`config.mk`:
```
export PLATFORM = sky130hd
export DESIGN_NAME = two_channel_pcm_pwm_mixer_unit_flat
export DESIGN_NICKNAME = d
export VERILOG_FILES = /design/src/tcpm_pkg.sv /design/src/tcpm_in_if.sv /design/src/tcpm_out_if.sv /design/src/tcpm_cfg_regs.sv /design/src/tcpm_mix_core.sv /design/src/two_channel_pcm_pwm_mixer_unit.sv /design/src/flat_wrapper.sv
export SDC_FILE = /design/constraint.sdc
export NUM_CORES = 1
export LEC_CHECK = 0
export ABC_AREA = 1
export CAP_MARGIN = 10
export CORE_ASPECT_RATIO = 1.1
export CORE_MARGIN = 10
export CORE_UTILIZATION = 65
export DETAILED_ROUTE_END_ITERATION = 7
export DONT_BUFFER_PORTS = 1
export MAX_ROUTING_LAYER = met4
export PLACE_DENSITY_LB_ADDON = 0.1
export SETUP_SLACK_MARGIN = 0.2
export SLEW_MARGIN = 20
export SYNTH_ARGS = -nofsm -noshare
export SYNTH_HDL_FRONTEND = slang
export SYNTH_SLANG_ARGS = --single-unit
```
`constraint.sdc`:
```
create_clock -name clk_i -period 23.8 [get_ports clk_i]
set_clock_uncertainty 0.2 [all_clocks]
set_input_delay 3.57 -clock clk_i [delete_from_list [all_inputs] [get_ports clk_i]]
set_output_delay 3.57 -clock clk_i [all_outputs]
set_load 0.05 [all_outputs]
```
`src/tcpm_pkg.sv`:
```
// ----------------------------------------------------------------------------
// tcpm_pkg: shared types and constants of the two-channel PCM/PWM mixer
// Item and result words, the configuration bundle, register map and the
// fixed-point gain table.
// ----------------------------------------------------------------------------
package tcpm_pkg;

  localparam int unsigned ApbAddrW = 4;
  localparam int unsigned ApbDataW = 32;

  // register indexes (paddr[3:2])
  localparam logic [1:0] REG_VOLUME      = 2'd0;
  localparam logic [1:0] REG_START_WAIT  = 2'd1;
  localparam logic [1:0] REG_END_WAIT    = 2'd2;

  localparam logic [3:0]  VOLUME_RST     = 4'd7;
  localparam logic [3:0]  VOLUME_MAX     = 4'd9;
  localparam logic [15:0] WAIT_RST       = 16'd1000;
  localparam logic [7:0]  DUTY_RST       = 8'h80;
  localparam logic [7:0]  OFFSET_ZERO    = 8'h80;

  // gain/100 in Q16, rounded up so that the product truncates correctly
  localparam int unsigned GainFracW = 16;
  localparam int unsigned GainW     = 17;

  typedef struct packed {
    logic [3:0]  volume_level;
    logic [15:0] speech_start_wait;
    logic [15:0] speech_end_wait;
  } cfg_t;

  typedef struct packed {
    logic       mode;
    logic       main_ready;
    logic [7:0] main_byte;
    logic       speech_ready;
    logic [7:0] speech_byte;
  } item_t;

  typedef struct packed {
    logic [7:0] duty;
    logic       main_taken;
    logic       speech_taken;
    logic       speech_active;
  } result_t;

  function automatic logic [GainW-1:0] gain_recip(input logic [3:0] idx);
    logic [GainW-1:0] r;
    case (idx)
      4'd0:    r = 17'd3277;   // 5%
      4'd1:    r = 17'd6554;   // 10%
      4'd2:    r = 17'd9831;   // 15%
      4'd3:    r = 17'd13108;  // 20%
      4'd4:    r = 17'd19661;  // 30%
      4'd5:    r = 17'd32768;  // 50%
      4'd6:    r = 17'd49152;  // 75%
      4'd7:    r = 17'd65536;  // 100%
      4'd8:    r = 17'd81920;  // 125%
      default: r = 17'd98304;  // 150%
    endcase
    return r;
  endfunction

endpackage

```
`src/tcpm_in_if.sv`:
```
// ----------------------------------------------------------------------------
// tcpm_in_if: tick channel into the mixer
// Valid/ready channel carrying one tick word with both queue heads.
// ----------------------------------------------------------------------------
interface tcpm_in_if;
  logic       valid;
  logic       ready;
  logic       mode;
  logic       main_ready;
  logic [7:0] main_byte;
  logic       speech_ready;
  logic [7:0] speech_byte;

  modport source (output valid, mode, main_ready, main_byte, speech_ready, speech_byte,
                  input ready);
  modport sink   (input valid, mode, main_ready, main_byte, speech_ready, speech_byte,
                  output ready);
endinterface

```
`src/tcpm_out_if.sv`:
```
// ----------------------------------------------------------------------------
// tcpm_out_if: result channel out of the mixer
// Valid/ready channel carrying the duty value and the queue pop flags.
// ----------------------------------------------------------------------------
interface tcpm_out_if;
  logic       valid;
  logic       ready;
  logic [7:0] duty;
  logic       main_taken;
  logic       speech_taken;
  logic       speech_active;

  modport source (output valid, duty, main_taken, speech_taken, speech_active,
                  input ready);
  modport sink   (input valid, duty, main_taken, speech_taken, speech_active,
                  output ready);
endinterface

```
`src/tcpm_cfg_regs.sv`:
```
// ----------------------------------------------------------------------------
// tcpm_cfg_regs: APB configuration registers
// Volume index and the speech start/end wait counts.
// ----------------------------------------------------------------------------
module tcpm_cfg_regs
  import tcpm_pkg::*;
(
  input  logic                clk_i,
  input  logic                rst_ni,
  input  logic                psel,
  input  logic                penable,
  input  logic                pwrite,
  input  logic [ApbAddrW-1:0] paddr,
  input  logic [ApbDataW-1:0] pwdata,
  output logic [ApbDataW-1:0] prdata,
  output logic                pready,
  output cfg_t                cfg_o
);

  cfg_t cfg_q;
  logic wr_en;

  assign pready = 1'b1;
  assign wr_en  = psel & penable & pwrite;

  always_ff @(posedge clk_i or negedge rst_ni) begin
    if (!rst_ni) begin
      cfg_q.volume_level      <= VOLUME_RST;
      cfg_q.speech_start_wait <= WAIT_RST;
      cfg_q.speech_end_wait   <= WAIT_RST;
    end else if (wr_en) begin
      case (paddr[3:2])
        REG_VOLUME:     cfg_q.volume_level      <= pwdata[3:0];
        REG_START_WAIT: cfg_q.speech_start_wait <= pwdata[15:0];
        REG_END_WAIT:   cfg_q.speech_end_wait   <= pwdata[15:0];
        default: ;
      endcase
    end
  end

  always_comb begin
    case (paddr[3:2])
      REG_VOLUME:     prdata = {28'd0, cfg_q.volume_level};
      REG_START_WAIT: prdata = {16'd0, cfg_q.speech_start_wait};
      REG_END_WAIT:   prdata = {16'd0, cfg_q.speech_end_wait};
      default:        prdata = '0;
    endcase
  end

  assign cfg_o = cfg_q;

endmodule

```
`src/tcpm_mix_core.sv`:
```
// ----------------------------------------------------------------------------
// tcpm_mix_core: channel state and single-pass mix
// Holds both sample levels, the speech hysteresis and the held duty, and
// computes one result word per step from the registered tick word.
// ----------------------------------------------------------------------------
module tcpm_mix_core
  import tcpm_pkg::*;
(
  input  logic    clk_i,
  input  logic    rst_ni,
  input  cfg_t    cfg_i,
  input  item_t   item_i,
  input  logic    step_i,
  output result_t res_o
);

  logic signed [7:0] main_level_q, main_level_d;
  logic signed [7:0] speech_level_q, speech_level_d;
  logic              waiting_q, waiting_d;
  logic [15:0]       wait_cnt_q, wait_cnt_d;
  logic [7:0]        duty_q, duty_d;

  logic [15:0]       wait_inc;
  logic [3:0]        vol_idx;
  logic [7:0]        main_mag;
  logic [GainW+7:0]  prod;
  logic [8:0]        scaled_mag;
  logic signed [9:0] scaled;
  logic signed [9:0] sum;
  logic signed [7:0] clamped;
  logic              main_taken, speech_taken;

  function automatic logic signed [7:0] decay(input logic signed [7:0] v);
    logic signed [7:0] r;
    if (v > 0)      r = v - 8'sd1;
    else if (v < 0) r = v + 8'sd1;
    else            r = v;
    return r;
  endfunction

  assign wait_inc = wait_cnt_q + 16'd1;
  assign vol_idx  = (cfg_i.volume_level > VOLUME_MAX) ? VOLUME_MAX : cfg_i.volume_level;

  // main channel: new sample or decay, then gain with truncation toward zero
  always_comb begin
    main_taken = 1'b0;
    if (item_i.main_ready) begin
      main_level_d = $signed(item_i.main_byte ^ OFFSET_ZERO);
      main_taken   = 1'b1;
    end else begin
      main_level_d = decay(main_level_q);
    end
  end

  assign main_mag   = main_level_d[7] ? 8'(-main_level_d) : 8'(main_level_d);
  assign prod       = {{GainW{1'b0}}, main_mag} * {8'd0, gain_recip(vol_idx)};
  assign scaled_mag = prod[GainFracW +: 9];
  assign scaled     = main_level_d[7] ? -$signed({1'b0, scaled_mag})
                                      : $signed({1'b0, scaled_mag});
  assign sum        = scaled + 10'(speech_level_q);

  always_comb begin
    if (sum < -10'sd128)     clamped = -8'sd128;
    else if (sum > 10'sd127) clamped = 8'sd127;
    else                     clamped = sum[7:0];
  end

  // speech channel hysteresis
  always_comb begin
    speech_level_d = speech_level_q;
    waiting_d      = waiting_q;
    wait_cnt_d     = wait_cnt_q;
    speech_taken   = 1'b0;
    if (!item_i.speech_ready) begin
      speech_level_d = decay(speech_level_q);
      if (waiting_q) begin
        wait_cnt_d = '0;
      end else begin
        wait_cnt_d = wait_inc;
        if (wait_inc >= cfg_i.speech_end_wait) waiting_d = 1'b1;
      end
    end else if (!waiting_q) begin
      speech_level_d = $signed(item_i.speech_byte ^ OFFSET_ZERO);
      speech_taken   = 1'b1;
      wait_cnt_d     = '0;
    end else begin
      wait_cnt_d = wait_inc;
      if (wait_inc >= cfg_i.speech_start_wait) waiting_d = 1'b0;
    end
  end

  assign duty_d = clamped ^ OFFSET_ZERO;

  always_ff @(posedge clk_i or negedge rst_ni) begin
    if (!rst_ni) begin
      main_level_q   <= '0;
      speech_level_q <= '0;
      waiting_q      <= 1'b1;
      wait_cnt_q     <= '0;
      duty_q         <= DUTY_RST;
    end else if (step_i) begin
      if (item_i.mode) begin
        speech_level_q <= speech_level_d;
        waiting_q      <= waiting_d;
        wait_cnt_q     <= wait_cnt_d;
      end else begin
        main_level_q <= main_level_d;
        duty_q       <= duty_d;
      end
    end
  end

  always_comb begin
    if (item_i.mode) begin
      res_o.duty          = duty_q;
      res_o.main_taken    = 1'b0;
      res_o.speech_taken  = speech_taken;
      res_o.speech_active = ~waiting_d;
    end else begin
      res_o.duty          = duty_d;
      res_o.main_taken    = main_taken;
      res_o.speech_taken  = 1'b0;
      res_o.speech_active = ~waiting_q;
    end
  end

endmodule

```
`src/two_channel_pcm_pwm_mixer_unit.sv`:
```
// ----------------------------------------------------------------------------
// two_channel_pcm_pwm_mixer_unit: two-channel PCM to PWM duty mixer
// Usage notes:
//   in_i  carries one tick word per handshake: mode (0 main, 1 speech) plus
//         the head byte and ready flag of the main and speech queues.
//   out_o returns one word per tick: the PWM duty, the two pop flags that
//         tell the queues whether their head byte was consumed, and whether
//         speech is playing.
//   APB   volume index (0x0), speech start wait (0x4), speech end wait (0x8);
//         write only while no tick is in flight.
// A tick word is registered on acceptance, mixed in one pass from the
// input register and lands in the output register once that slot is free,
// where it is offered. One tick per cycle is sustained while the receiver
// keeps ready high; the rate is set by the combinational mix path (one 8x17
// multiply, add and clamp) between the input and output registers.
// If the receiver stalls, the output word holds and the input register
// keeps taking one more word; ready drops only when both are full.
// Reset empties both registers, zeroes the sample levels, puts speech in
// the waiting state and sets the duty to mid scale (0x80).
// ----------------------------------------------------------------------------
module two_channel_pcm_pwm_mixer_unit
  import tcpm_pkg::*;
(
  input  logic                clk_i,
  input  logic                rst_ni,
  tcpm_in_if.sink             in_i,
  tcpm_out_if.source          out_o,
  input  logic                psel,
  input  logic                penable,
  input  logic                pwrite,
  input  logic [ApbAddrW-1:0] paddr,
  input  logic [ApbDataW-1:0] pwdata,
  output logic [ApbDataW-1:0] prdata,
  output logic                pready
);

  cfg_t    cfg;
  item_t   item_q;
  logic    item_valid_q;
  result_t res, res_q;
  logic    res_valid_q;
  logic    advance;

  tcpm_cfg_regs u_cfg (
    .clk_i   (clk_i),
    .rst_ni  (rst_ni),
    .psel    (psel),
    .penable (penable),
    .pwrite  (pwrite),
    .paddr   (paddr),
    .pwdata  (pwdata),
    .prdata  (prdata),
    .pready  (pready),
    .cfg_o   (cfg)
  );

  // advance the registered word into the output slot when it is free
  assign advance  = item_valid_q & (~res_valid_q | out_o.ready);
  assign in_i.ready = ~item_valid_q | advance;

  always_ff @(posedge clk_i or negedge rst_ni) begin
    if (!rst_ni) begin
      item_valid_q <= 1'b0;
    end else if (in_i.ready) begin
      item_valid_q <= in_i.valid;
    end
  end

  always_ff @(posedge clk_i) begin
    if (in_i.valid && in_i.ready) begin
      item_q.mode         <= in_i.mode;
      item_q.main_ready   <= in_i.main_ready;
      item_q.main_byte    <= in_i.main_byte;
      item_q.speech_ready <= in_i.speech_ready;
      item_q.speech_byte  <= in_i.speech_byte;
    end
  end

  tcpm_mix_core u_core (
    .clk_i  (clk_i),
    .rst_ni (rst_ni),
    .cfg_i  (cfg),
    .item_i (item_q),
    .step_i (advance),
    .res_o  (res)
  );

  always_ff @(posedge clk_i or negedge rst_ni) begin
    if (!rst_ni) begin
      res_valid_q <= 1'b0;
    end else if (advance) begin
      res_valid_q <= 1'b1;
    end else if (out_o.ready) begin
      res_valid_q <= 1'b0;
    end
  end

  always_ff @(posedge clk_i) begin
    if (advance) begin
      res_q <= res;
    end
  end

  assign out_o.valid         = res_valid_q;
  assign out_o.duty          = res_q.duty;
  assign out_o.main_taken    = res_q.main_taken;
  assign out_o.speech_taken  = res_q.speech_taken;
  assign out_o.speech_active = res_q.speech_active;

endmodule
```
`src/flat_wrapper.sv`:
```
// flat-port wrapper written by rule: the top's interface ports become plain ports
module two_channel_pcm_pwm_mixer_unit_flat import tcpm_pkg::*;
  (clk_i, rst_ni, psel, penable, pwrite, paddr, pwdata, prdata, pready, in_i_valid, in_i_mode, in_i_main_ready, in_i_main_byte, in_i_speech_ready, in_i_speech_byte, in_i_ready, out_o_valid, out_o_duty, out_o_main_taken, out_o_speech_taken, out_o_speech_active, out_o_ready);
  tcpm_in_if in_i_i ();
  tcpm_out_if out_o_i ();
  input  logic clk_i;
  input  logic rst_ni;
  input  logic psel;
  input  logic penable;
  input  logic pwrite;
  input  logic [ApbAddrW-1:0] paddr;
  input  logic [ApbDataW-1:0] pwdata;
  output logic [ApbDataW-1:0] prdata;
  output logic pready;
  input wire logic [$bits(in_i_i.valid)-1:0] in_i_valid;
  input wire logic [$bits(in_i_i.mode)-1:0] in_i_mode;
  input wire logic [$bits(in_i_i.main_ready)-1:0] in_i_main_ready;
  input wire logic [$bits(in_i_i.main_byte)-1:0] in_i_main_byte;
  input wire logic [$bits(in_i_i.speech_ready)-1:0] in_i_speech_ready;
  input wire logic [$bits(in_i_i.speech_byte)-1:0] in_i_speech_byte;
  output wire logic [$bits(in_i_i.ready)-1:0] in_i_ready;
  output wire logic [$bits(out_o_i.valid)-1:0] out_o_valid;
  output wire logic [$bits(out_o_i.duty)-1:0] out_o_duty;
  output wire logic [$bits(out_o_i.main_taken)-1:0] out_o_main_taken;
  output wire logic [$bits(out_o_i.speech_taken)-1:0] out_o_speech_taken;
  output wire logic [$bits(out_o_i.speech_active)-1:0] out_o_speech_active;
  input wire logic [$bits(out_o_i.ready)-1:0] out_o_ready;
  assign in_i_i.valid = in_i_valid;
  assign in_i_i.mode = in_i_mode;
  assign in_i_i.main_ready = in_i_main_ready;
  assign in_i_i.main_byte = in_i_main_byte;
  assign in_i_i.speech_ready = in_i_speech_ready;
  assign in_i_i.speech_byte = in_i_speech_byte;
  assign in_i_ready = in_i_i.ready;
  assign out_o_valid = out_o_i.valid;
  assign out_o_duty = out_o_i.duty;
  assign out_o_main_taken = out_o_i.main_taken;
  assign out_o_speech_taken = out_o_i.speech_taken;
  assign out_o_speech_active = out_o_i.speech_active;
  assign out_o_i.ready = out_o_ready;
  two_channel_pcm_pwm_mixer_unit u_core (.clk_i(clk_i), .rst_ni(rst_ni), .in_i(in_i_i), .out_o(out_o_i), .psel(psel), .penable(penable), .pwrite(pwrite), .paddr(paddr), .pwdata(pwdata), .prdata(prdata), .pready(pready));
endmodule
```
==> run summary <==
row cnt: 49
buffers plus inverters on the worst setup path: 12
Async S/R FF share, synth: 0.7248
WL final: 23,460 um
Die Area: 0.02199 mm2
H-Tree Depth: 3
number of enable flip-flop cells after synthesis: 30
initial drt markers: 474
Max-cap violations: 0
Critical Path Fanout Max: 14
Yosys reg bits: 109
CTS tree: built
WP data arrival: 9890 ps
final hold violations: 0
CP Capture Type: register
area delta synth->final: 3.767%
diode count: 0
DR vias/cell: 5.365
share of layout cells above drive strength 1: 0.05336
CP max stage cell: fa_1
met2 routed WL: 11,980 um
Fmax: 100.2 MHz
io pins: 108
RSZ-0062 raised after global routing: false
first-pass GRT wire length: 39,490 um
CTS clk-pin slew, worst paths: 80 ps
hpwl dp: 19,330 um
WL met1: 9961 um
most frequent CP cell: inv_1
GRT Overall Usage: 0.2239
vias in the first global route: 8,305
met3 routed WL: 967 um
I/O Buffers: 0
Core Area: 0.01625 mm2
CTS buffer count: 9
Fill cells: 1,404
Hold WC Path Type: reg -> reg
Worst Tran Pin Value: 1173 ps
Synthesis Warnings: 0
gr ovfl total: 0
Synth area leaders: dfrtp_1 (15%), fa_1 (14%), ha_1 (12%)
area leader, netlist: dfrtp_1
antenna-violating nets left: 0
DR pass1 iterations: 5
Die H: 154.5 um
Startpoint Class: register
top cell type's share of synthesized area: 0.1451
Syn Inst Count: 1,371
Die X: 142.3 um
initial antenna violation count: 0
Mapped Area: 0.01070 mm2
Root Buffer: clkbuf_16
CP required: 23,700 ps
fin crit period: 9982 ps
Worst path max stage delay: 540 ps
status: completed
Mean Syn Cell Area: 7.801 um2
clk sinks: 109
clk_lat worst skew: 360 ps
Synth cell types: 53
Avg WL per Cell: 14.92 um
Sum Neg Setup Slack: 0 ps
drt drc: 0
fin nets: 1,601
Main synth FF type: dfrtp_1
Finish-stage setup viols: 0
Initial Util: 0.6583
Resized cells post-CTS: 0
CTS max path bufs: 2
Final Max Tran Viols: 0
hold-fix buffers at CTS: 0
largest net degree at the start of global routing: 80
Final period util: 0.4194
Vias: 8,433
Post-CTS Setup Bufs: 0
Slew HR: 0.2321
WS Path Type: reg -> reg
final RePlAce weighted congestion: 0.9534
Seq/Total Area, Yosys: 0.2711
top sig layer: met4
CP top delay family: simple AND/OR/NAND/NOR gates
worst register-to-register path: cells and delay by family, from the launching register on:
| family | cells | cell delay (ps) |
|---|---|---|
| simple gates | 27 | 3400 |
| fa+ha+maj | 8 | 3200 |
| buf+inv | 12 | 1060 |
| flops | 1 | 400 |
| xor+xnor | 1 | 250 |
| compound gates | 8 | 1250 |
routing by layer:
metal,GRT usage,vias to the layer above
li1,-,4280
met1,0.2757,3916
met2,0.3783,204
met3,0.02695,33
met4,0.06702,0
met5,-,-
stage by stage:
stage | cell area (um2) | setup WS (ps) | hold WS, ps | instances | util
after floorplan | 10750 | 15070 | 248.9 | 1386 | -
after global placement | 10810 | 13910 | 262.5 | 1556 | 0.6655
after detailed placement | 10810 | 13830 | 266.4 | 1556 | 0.6655
after CTS | 11100 | 13780 | 284.8 | 1572 | 0.6831
after global routing | 11100 | 12990 | 304.8 | 1572 | 0.6831
final | 11100 | 13820 | 285.0 | 1572 | 0.6831
worst paths after layout:
path | startpoint | endpoint | slack, ps | depth (start not counted)
setup / recovery | u_core.u_core.main_level_q[0] | u_core.out_o.duty[6] | 13820 | 56
hold / removal | u_core.u_core.duty_q[1] | u_core.u_core.duty_q[1] | 280 | 2
setup reg to reg | u_core.u_core.main_level_q[0] | u_core.out_o.duty[6] | 13820 | 56
hold reg to reg | u_core.u_core.duty_q[1] | u_core.u_core.duty_q[1] | 280 | 2
max in group asynchronous | rst_ni | u_core.u_core.duty_q[7] | 20470 | 0
min in group asynchronous | rst_ni | u_core.u_cfg.cfg_o[10] | 2700 | 0
sequential cells by signal, summed over array words and instances, names as in the netlist, 8 cells and up:
register and count:
u_core.u_cfg.cfg_o 36, u_core.u_core.speech_level_q 8, u_core.u_core.main_level_q 8, u_core.item_q 19
u_core.u_core.wait_cnt_q 16, u_core.u_core.duty_q 8, u_core.out_o.duty 8
cell usage after synthesis, types with 3 or more instances:
cell / instances
a211oi_1: 5
a21oi_1: 53
buf_4: 17
clkbuf_1: 14
dfrtp_1: 62
dfstp_2: 17
edfxtp_1: 30
fa_1: 74
ha_1: 102
inv_1: 287
inv_2: 3
nand2_1: 265
nand2_2: 13
nand2_4: 4
nand3_1: 42
nand3_2: 3
nand4_1: 7
nor2_1: 126
nor2_2: 3
nor3_1: 12
nor4_1: 4
o211ai_1: 4
o21a_1: 11
o21ai_0: 98
o21ai_1: 5
o21bai_1: 6
o221ai_1: 3
o22ai_1: 20
o31ai_1: 3
or2_2: 6
xnor2_1: 8
xor2_1: 32
logic make-up (layout without fill, tap and decap cells):
kind of cell,count (synthesis),after routing,share of synthesized area
AO/OA/AOI/OAI,220,220,0.1165
flip-flops,109,109,0.2711
XOR/XNOR,42,42,0.03580
AND/OR/NAND/NOR,494,494,0.1961
buffers and inverters,328,310,0.1220
adder cells (fa/ha/maj),176,176,0.2578
other,2,17,0.0007022
placed cells by master (no fill, tap or decap), drive strengths merged, types with 4 or more instances in the layout:
master	instances
a211oi	5
a21oi	53
clkbuf	10
clkinv	5
conb	17
dfrtp	62
dfstp	17
edfxtp	30
fa	74
ha	102
inv	293
nand2	282
nand3	45
nand4	8
nor2	130
nor3	13
nor4	4
o211ai	4
o21a	11
o21ai	105
o21bai	6
o22ai	20
or2	6
xnor2	8
xor2	34
final cells by class:
cell class | count | area, um2 | area share
Sequential cell | 109 | 2899 | 0.2612
Inverter | 292 | 1096 | 0.09876
Clock buffer | 10 | 229.0 | 0.02063
Multi-Input combinational cell | 949 | 6548 | 0.5900
Clock inverter | 6 | 56.30 | 0.005073
Timing Repair Buffer | 2 | 15.01 | 0.001353
Tap cell | 204 | 255.2 | 0.02300
Power is left out: the tool's default activity adds up to more than one toggle a clock period on the data nets, which glitch-free logic cannot reach.
